$ cat src/rtl/sorted_list_insert_delete_assert.svh
// Assertion macros for the sorted list block.
// Used by sorted_list_insert_delete; expects clk and arst_n in scope.
`ifndef SORTED_LIST_INSERT_DELETE_ASSERT_SVH
`define SORTED_LIST_INSERT_DELETE_ASSERT_SVH

// Same-cycle implication, disabled in reset.
`define SLD_ASSERT_NOW(name, ante, cons, msg) \
	name: assert property (@(posedge clk) disable iff (!arst_n) (ante) |-> (cons)) \
		else $error(msg);

// Next-cycle implication, disabled in reset.
`define SLD_ASSERT_NEXT(name, ante, cons, msg) \
	name: assert property (@(posedge clk) disable iff (!arst_n) (ante) |=> (cons)) \
		else $error(msg);

`endif

$ cat src/rtl/sld_pkg.sv
// Shared types and constants for the sorted list block.
// No dependencies.
package sld_pkg;

	localparam int unsigned SLD_CAPACITY = 16;

	typedef enum logic [1:0] {
		OP_INSERT = 2'd0,
		OP_DELETE = 2'd1,
		OP_READ   = 2'd2
	} op_t;

	typedef enum logic [1:0] {
		ST_OK        = 2'd0,
		ST_FULL      = 2'd1,
		ST_NOT_FOUND = 2'd2,
		ST_BAD_POS   = 2'd3
	} status_t;

	typedef struct packed {
		logic [1:0]         opcode;
		logic signed [31:0] value;
		logic [3:0]         position;
	} sld_req_t;

	typedef struct packed {
		logic [1:0]         status;
		logic signed [31:0] read_value;
		logic [4:0]         entry_count;
	} sld_rsp_t;

	// Broadcast to every cell in the chain.
	typedef struct packed {
		logic        ins;
		logic        del;
		logic [31:0] value;
	} sld_cmd_t;

	// Per-cell compare results.
	typedef struct packed {
		logic lt;
		logic eq;
	} sld_flags_t;

endpackage

$ cat src/rtl/sld_cell.sv
// One storage cell of the sorted chain: holds a single entry and shifts
// toward or away from its neighbors on insert and delete. Uses sld_pkg.
module sld_cell import sld_pkg::*; (
	input  logic        clk,
	input  sld_cmd_t    cmd,
	input  logic        occupied,
	input  logic        left_lt,
	input  logic [31:0] left_entry,
	input  logic [31:0] right_entry,
	output logic [31:0] entry,
	output sld_flags_t  flags
);

	logic [31:0] entry_q;

	assign entry    = entry_q;
	assign flags.lt = occupied && ($signed(entry_q) < $signed(cmd.value));
	assign flags.eq = occupied && (entry_q == cmd.value);

	always_ff @(posedge clk) begin
		if (cmd.ins) begin
			// slot is the first cell not below the value; cells past it move up
			if (!left_lt) begin
				entry_q <= left_entry;
			end else if (!flags.lt) begin
				entry_q <= cmd.value;
			end
		end else if (cmd.del && !flags.lt) begin
			// from the first match onward, pull from the right
			entry_q <= right_entry;
		end
	end

endmodule

$ cat src/rtl/sld_out_buf.sv
// Result register with one skid entry, so an item can be taken while
// a finished result still waits. Uses sld_pkg.
module sld_out_buf import sld_pkg::*; (
	input  logic     clk,
	input  logic     arst_n,
	input  logic     push,
	input  sld_rsp_t push_data,
	output logic     full,
	output logic     rsp_valid,
	input  logic     rsp_stall,
	output sld_rsp_t rsp
);

	logic     out_valid_q;
	logic     skid_valid_q;
	sld_rsp_t out_q;
	sld_rsp_t skid_q;
	logic     take;

	assign take      = out_valid_q && !rsp_stall;
	assign full      = skid_valid_q;
	assign rsp_valid = out_valid_q;
	assign rsp       = out_q;

	always_ff @(posedge clk or negedge arst_n) begin
		if (!arst_n) begin
			out_valid_q  <= 1'b0;
			skid_valid_q <= 1'b0;
		end else if (take) begin
			if (skid_valid_q) begin
				skid_valid_q <= 1'b0;
			end else begin
				out_valid_q <= push;
			end
		end else if (push) begin
			if (!out_valid_q) begin
				out_valid_q <= 1'b1;
			end else begin
				skid_valid_q <= 1'b1;
			end
		end
	end

	always_ff @(posedge clk) begin
		if (take) begin
			if (skid_valid_q) begin
				out_q <= skid_q;
			end else if (push) begin
				out_q <= push_data;
			end
		end else if (push) begin
			if (!out_valid_q) begin
				out_q <= push_data;
			end else begin
				skid_q <= push_data;
			end
		end
	end

endmodule

$ cat src/rtl/sorted_list_insert_delete.sv
// Sorted list of signed 32-bit values held in a chain of compare-and-shift cells.
// The result is registered in the output buffer, or held in its skid entry while the output stalls.
// Throughput: one transaction per cycle while req_stall is low; every cell compares and shifts at once.
// Reset clears the count and the handshake; cell contents stay undefined.
// Uses sld_pkg, sld_cell, sld_out_buf and sorted_list_insert_delete_assert.svh.
`include "sorted_list_insert_delete_assert.svh"

module sorted_list_insert_delete import sld_pkg::*; #(
	parameter int unsigned CAPACITY = SLD_CAPACITY
) (
	input  logic     clk,
	input  logic     arst_n,
	input  logic     req_valid,
	output logic     req_stall,
	input  sld_req_t req,
	output logic     rsp_valid,
	input  logic     rsp_stall,
	output sld_rsp_t rsp
);

	localparam int unsigned CW = $clog2(CAPACITY + 1);
	localparam int unsigned READ_SLOTS = 16;

	logic [CW-1:0]     count_q;
	logic [CW-1:0]     count_next;
	logic [31:0]       entry [CAPACITY];
	sld_flags_t        flags [CAPACITY];
	logic [CAPACITY-1:0] eq_vec;
	logic [31:0]       read_view [READ_SLOTS];
	sld_cmd_t          cmd;
	sld_rsp_t          result;
	logic              accept;
	logic              full_list;
	logic              found;
	logic              pos_ok;
	logic              buf_full;

	assign accept    = req_valid && !req_stall;
	assign req_stall = buf_full;
	assign full_list = (count_q == CW'(CAPACITY));
	assign found     = |eq_vec;
	assign pos_ok    = (32'(req.position) < 32'(count_q))
		&& (32'(req.position) < 32'(CAPACITY));

	for (genvar i = 0; i < CAPACITY; i++) begin : g_cell
		localparam logic [CW-1:0] IDX = CW'(i);
		logic        left_lt;
		logic [31:0] left_entry;
		logic [31:0] right_entry;

		if (i == 0) begin : g_first
			assign left_lt    = 1'b1;
			assign left_entry = entry[i];
		end else begin : g_mid
			assign left_lt    = flags[i-1].lt;
			assign left_entry = entry[i-1];
		end
		if (i == CAPACITY - 1) begin : g_last
			assign right_entry = entry[i];
		end else begin : g_inner
			assign right_entry = entry[i+1];
		end

		sld_cell u_cell (
			.clk        (clk),
			.cmd        (cmd),
			.occupied   (IDX < count_q),
			.left_lt    (left_lt),
			.left_entry (left_entry),
			.right_entry(right_entry),
			.entry      (entry[i]),
			.flags      (flags[i])
		);

		assign eq_vec[i] = flags[i].eq;
	end

	for (genvar r = 0; r < READ_SLOTS; r++) begin : g_view
		if (r < CAPACITY) begin : g_real
			assign read_view[r] = entry[r];
		end else begin : g_pad
			assign read_view[r] = '0;
		end
	end

	always_comb begin
		cmd.ins           = 1'b0;
		cmd.del           = 1'b0;
		cmd.value         = req.value;
		count_next        = count_q;
		result.status     = ST_OK;
		result.read_value = '0;
		case (req.opcode)
			OP_INSERT: begin
				if (full_list) begin
					result.status = ST_FULL;
				end else begin
					cmd.ins    = accept;
					count_next = count_q + 1'b1;
				end
			end
			OP_DELETE: begin
				if (found) begin
					cmd.del    = accept;
					count_next = count_q - 1'b1;
				end else begin
					result.status = ST_NOT_FOUND;
				end
			end
			OP_READ: begin
				if (pos_ok) begin
					result.read_value = read_view[req.position];
				end else begin
					result.status = ST_BAD_POS;
				end
			end
			default: begin
				result.status = ST_OK;
			end
		endcase
		result.entry_count = 5'(count_next);
	end

	always_ff @(posedge clk or negedge arst_n) begin
		if (!arst_n) begin
			count_q <= '0;
		end else if (accept) begin
			count_q <= count_next;
		end
	end

	sld_out_buf u_out_buf (
		.clk      (clk),
		.arst_n   (arst_n),
		.push     (accept),
		.push_data(result),
		.full     (buf_full),
		.rsp_valid(rsp_valid),
		.rsp_stall(rsp_stall),
		.rsp      (rsp)
	);

	`SLD_ASSERT_NOW(a_count_bound, 1'b1, count_q <= CW'(CAPACITY), "count above capacity")
	`SLD_ASSERT_NEXT(a_insert_grows, cmd.ins, count_q == $past(count_q + 1'b1), "insert lost")
	`SLD_ASSERT_NEXT(a_delete_shrinks, cmd.del, count_q == $past(count_q - 1'b1), "delete lost")
	`SLD_ASSERT_NOW(a_skid_order, buf_full, rsp_valid, "skid entry held with empty output")

endmodule
$ cat config.mk
export PLATFORM = sky130hd
export DESIGN_NAME = sorted_list_insert_delete
export DESIGN_NICKNAME = d
export VERILOG_FILES = /design/src/rtl/sld_pkg.sv /design/src/rtl/sld_cell.sv /design/src/rtl/sld_out_buf.sv /design/src/rtl/sorted_list_insert_delete.sv
export VERILOG_INCLUDE_DIRS = /design/src /design/src/rtl
export SDC_FILE = /design/constraint.sdc
export NUM_CORES = 2
export LEC_CHECK = 0
export BUFFER_PORTS_ARGS = -buffer_cell sky130_fd_sc_hd__buf_4
export CORE_AREA = 2 2 312 314
export DETAILED_ROUTE_END_ITERATION = 12
export DIE_AREA = 0 0 314 316
export PLACE_DENSITY = 0.67
export REMOVE_ABC_BUFFERS = 1
export SYNTH_ARGS = -nofsm -noshare
export SYNTH_HDL_FRONTEND = slang
export SYNTH_HIERARCHICAL = 1
export SYNTH_SLANG_ARGS = --single-unit
$ cat constraint.sdc
create_clock -name clk -period 5.1 [get_ports clk]
set_clock_uncertainty 0.1 [all_clocks]
set_input_delay 0.255 -clock clk [delete_from_list [all_inputs] [get_ports clk]]
set_output_delay 0.255 -clock clk [all_outputs]
set_load 0.02 [all_outputs]
Yosys cells after proc, flatten, opt, wreduce, memory -nomap -nowiden --
Index checks and enable logic that the tools add are counted.
Word-level totals: flip-flop bits (word level) 597, output and inout bits 41, word-level logic and storage cells 294
Operators by class: add/sub/neg operators 2, $lt $le $gt $ge 34, equal/unequal tests 37, mux-type cells 88, bitwise logic cells 2, reduce and logical (&&, ||, !) cells 106
Operator list (number):
- $mux W32 | 65
- $eq A32 B32 Y1 | 16
- $lt A32 B32 Y1 | 16
- $mux W39 | 5
- $bmux W32 S4 | 1
- $logic_and A1 B1 Y1 | 49
- $ne A3 B3 Y1 const B | 14
- $lt A4 B5 Y1 const A | 8
- $reduce_and A2 Y1 | 18
- $reduce_bool A2 Y1 | 18
- $lt A3 B5 Y1 const A | 4
- $logic_not A1 Y1 | 17
- $reduce_or A16 Y1 | 1
- $mux W1 | 11
- $lt A1 B5 Y1 const A | 2
- $lt A2 B5 Y1 const A | 2
- $mux W5 | 2
- $pmux W5 S2 | 1
- $ne A2 B2 Y1 const B | 4
- $pmux W2 S3 | 1
- $reduce_and A3 Y1 | 2
- $add A5 B1 Y5 const B | 1
- $eq A5 B5 Y1 const B | 1
- $ge A5 B5 Y1 const B | 1
- 8 further kinds | 9

Logic depth before layout (Yosys ltp) --
word-level depth 9, depth in mapped cells 14, depth with buffers taken out 13

By module --
The synthesis kept the hierarchy.
By module, submodules not included:
- sld_cell | times used 16, cells an instance 264, area an instance 2503.7 um2
- sorted_list_insert_delete | times used 1, cells an instance 396, area an instance 4694.5 um2
- sld_out_buf | times used 1, cells an instance 132, area an instance 2950.3 um2

Worst setup path after synthesis --
No wires, ideal clock.
kind register -> register, start point reg count_q[1], end point reg g_cell[0].u_cell.entry_q[0] (enable), setup time 0.421 ns, arrival 4.222 ns, setup slack 0.357 ns, stages on the path, launching flop included 10, path buffers 2, period minus slack after synthesis 4.743 ns, path through dfrtp_1 clkbuf_1 inv_1 ha_1 nand3b_1 o21ai_0 nor2_1 clkbuf_1 o2bb2ai_1 nor2_1
RTL lines:
- start, declared | RTL line sorted_list_insert_delete.sv:24 | logic [CW-1:0] count_q;
- start signal, assigned | RTL line sorted_list_insert_delete.sv:128 | count_q <= count_next;
- end signal, assigned | RTL line sld_cell.sv:24 | entry_q <= left_entry;
- end signal, assigned | RTL line sld_cell.sv:26 | entry_q <= cmd.value;
- end signal, assigned | RTL line sld_cell.sv:30 | entry_q <= right_entry;
- end, declared | RTL line sld_cell.sv:14 | logic [31:0] entry_q;

==> results by stage <==
Status:
- The flow ran to the end, and the final reports show no timing, DRC or antenna violations.

Clock network:
- Clock tree synthesis found a total of between 500 and 600 sinks.
- Buffers inserted during clock tree synthesis total 73.
- The clock reaches the later pin of the worst-skew pair after roughly 630 ps.
- CTS built an H-tree with a depth of 3.
- The cell sitting at the root of the clock tree is a sky130_fd_sc_hd__clkbuf_16.
- After clock tree synthesis, the clock-pin slew on the worst setup and hold paths is ~60 ps.
- In this run the deepest clock path goes through 3 buffers.
- The CTS tree is yes.

Place:
- The count of input and output buffers is slightly above 80.
- The cell count after placement is 5923.
- The wire-length estimate of the detail-placed layout is a little under 100000 um.
- The cell area reported after detailed placement is around 50000 um^2.
- The final weighted congestion in routability-driven placement is about 0.89.

Power:
- The worst-case IR drop observed on VDD is 281.8 uV.
- Dividing total power by cell area gives a power density of 318.9 nW/um^2.
- The analysis attributes to cell leakage a power of ~22 nW.

STA:
- For the final routed database, the setup TNS stands at 0 ps.
- The hold violation total from the final report is 0.
- The clock period could shrink to roughly 4900 ps.
- In this run the tightest slew margin relative to its limit is 19.22%.
- The maximum clock rate is slightly above 200 MHz.
- The share of the clock period used by the worst path is between 90% and 100%.
- The final number of setup-violating endpoints is 0.
- The final-report max-slew violation count is 0.
- The slew at the pin with the worst max-slew slack is 1212 ps.
- Setup repair after global routing left no endpoint under its margin.

Critical path:
- The element type at the critical path start is a flop.
- The worst register-to-register path has a setup slack of 160 ps.
- The kind of cell with the highest combined delay along the critical path is simple AND/OR/NAND/NOR gates.
- The worst setup path is captured at a flop.
- The source of the worst register-to-register timing path is count_q[4].
- By startpoint and endpoint, the worst setup path is classified as flop to flop.
- In this run the worst path has a maximum fanout of 32.
- By instance count, the cell type seen most on the critical path is sky130_fd_sc_hd__nor2_1.
- The highest cell delay on the worst timing path is 850 ps.
- At the worst endpoint, the required time is between 5000 and 6000 ps.
- The slowest stage of the critical path belongs to the cell sky130_fd_sc_hd__nor2_4.
- STA puts the critical path data arrival time at 5080 ps.
- The number of buffers and inverters on the critical path is 1.
- The first element of the critical path is count_q[4].
- Traced cell by cell, the critical path runs through nor2_1, nand2_1, a21boi_0, and3_1, nand4_1, nor2_1, nor4_1, nand4_1, nand2_1, nor2_1, buf_12, o2bb2ai_1, nor2_4.

Finish:
- The final cell count without fillers is between 6k and 7k.
- With fillers left out, the area of the finished cells amounts to ~52000 um^2.
- The net count of the finished layout is between 5k and 6k.
- The share of final-layout standard cells stronger than drive strength 1 is between 10% and 20%.
- Counting the fill cells in the layout gives 8385.
- Compared with the post-synthesis result, the final layout area differs by 9.301%.

Hold path:
- The startpoint of the most critical hold path is req_valid.
- The class of the most critical hold timing path is input port to flop.

Drt:
- The remaining number of nets flagged by the antenna check after routing is 0.
- In the routed design, unresolved DRC markers number 0.
- The first TritonRoute pass finished after 6 iterations.
- The total wirelength of the detailed-routed design is between 100000 and 150000 um.
- The via density per instance is roughly 5.9.
- Dividing the detail-routed wire length by the instance count gives approximately 22 um.
- The first routing iteration left about 3.6k violations.
- Detailed routing inserted a total of 35.93k vias.

Global route:
- The global-route wire length before repair is between 200000 and 250000 um.
- The number of global-route vias before repair is ~34k.
- For this run the aggregate overflow at the end of global routing stands at 0.
- Entering global routing, the biggest net connects 182 pins.
- The number of antenna violations at the first check in global routing is 5.
- Global routing used about a quarter of the available tracks across all layers.

Logic synthesis:
- The Yosys step of the flow raised 6 warnings.
- The cell count after synthesis is roughly 4.8k.
- The mapped netlist covers about 48000 um^2.
- The average instance in the mapped netlist occupies between 10 and 15 um^2.

Floorplanning:
- The number of core rows is 114.
- Measured along the y axis, the die boundary spans between 300 and 400 um.
- During I/O placement, the number of pins put on the boundary was 83.
- The total area inside the core boundary comes to ~96000 um^2.
- The horizontal die dimension is between 300 and 400 um.
- The initial core utilization is just under 50%.
- The die footprint is between 90000 and 100000 um^2.

Flow run:
- Across the run, the number of max-cap violations was 0.
## power breakdown
part           internal, mW  switching, mW
registers              6.05          0.397
clock network          3.16           2.19
logic                  1.90           2.93
## final timing paths
path                                               endpoint  depth (start not counted)
worst min-delay path                             count_q[2]                          4
worst max-delay path            g_cell[14].u_cell/entry[29]                         13
min in group asynchronous                    u_out_buf/full                          3
worst min register to register            u_out_buf/rsp[34]                          1
max in group asynchronous                        count_q[4]                          3
worst max register to register  g_cell[14].u_cell/entry[29]                         13
## registers in the layout (all words and copies together), names as in the netlist
register             count
u_out_buf/rsp           39
g_cell.u_cell/entry    512
u_out_buf/skid_q        39
u_out_buf/rsp_valid      1
count_q                  5
u_out_buf/full           1
## layout make-up
| cell class | count | area (um^2) | share of cell area, % |
|---|---|---|---|
| Multi-Input combinational cell | 3397 | 27140 | 52.07 |
| Inverter | 523 | 1963 | 3.766 |
| Sequential cell | 597 | 17890 | 34.33 |
| Antenna cell | 4 | 10.01 | 0.01920 |
| Timing Repair Buffer | 135 | 1112 | 2.134 |
| Clock buffer | 88 | 1968 | 3.776 |
| Tap cell | 1276 | 1597 | 3.063 |
| Clock inverter | 47 | 441.7 | 0.8474 |
## stage by stage
step                      hold slack, ps  power, mW  utilization [%]  setup slack [ps]
final                              70.34      16.62            54.30             158.0
after CTS                          17.58      16.67            54.29             344.1
after detailed placement          -5.906      11.30            51.72             361.4
after global routing               68.50      17.38            54.30             59.40
after floorplan                   -140.6      10.36                -            -32450
after global placement            -6.692      11.18            51.72             398.7
## routing by layer
metal,GRT usage (%),wire length (um)
met5,0,13
met4,8.373,3816
met3,3.417,8235
met2,39.10,57410
met1,38.63,61050
## worst reg2reg max path, stage by stage (launching register included)
cell	delay (ps)
sky130_fd_sc_hd__dfrtp_1	620
sky130_fd_sc_hd__nor2_1	200
sky130_fd_sc_hd__nand2_1	400
sky130_fd_sc_hd__a21boi_0	830
sky130_fd_sc_hd__and3_1	280
sky130_fd_sc_hd__nand4_1	90
sky130_fd_sc_hd__nor2_1	200
sky130_fd_sc_hd__nor4_1	180
sky130_fd_sc_hd__nand4_1	150
sky130_fd_sc_hd__nand2_1	100
sky130_fd_sc_hd__nor2_1	210
sky130_fd_sc_hd__buf_12	200
sky130_fd_sc_hd__o2bb2ai_1	120
sky130_fd_sc_hd__nor2_4	850
## cells in the final DEF, fill, tap and decap left out, drive strengths merged, types with 6 or more instances in the layout
cell type	n
o2bb2ai	16
a221oi	16
nand2	221
a2bb2oi	16
mux2i	529
buf	130
inv	525
a211oi	33
nor2	669
edfxtp	590
mux4	127
o21ai	64
a22oi	62
nand3	19
nor2b	36
or2b	16
bufinv	8
and3	17
a21oi	749
o211ai	33
ha	519
clkinv	30
dfrtp	7
a31oi	18
mux2	39
xnor2	6
o21a	17
clkbuf	88
nand4	83
nor4	52
clkinvlp	7
a21bo	16
## repair_timing
item,4_1_cts,5_1_grt
endpoints found under the setup margin,0,0
buffers inserted,0,0
endpoints found under the hold margin,12,0
hold buffers,5,0
gates resized for setup,0,0
(Power assumes the default switching activity.)
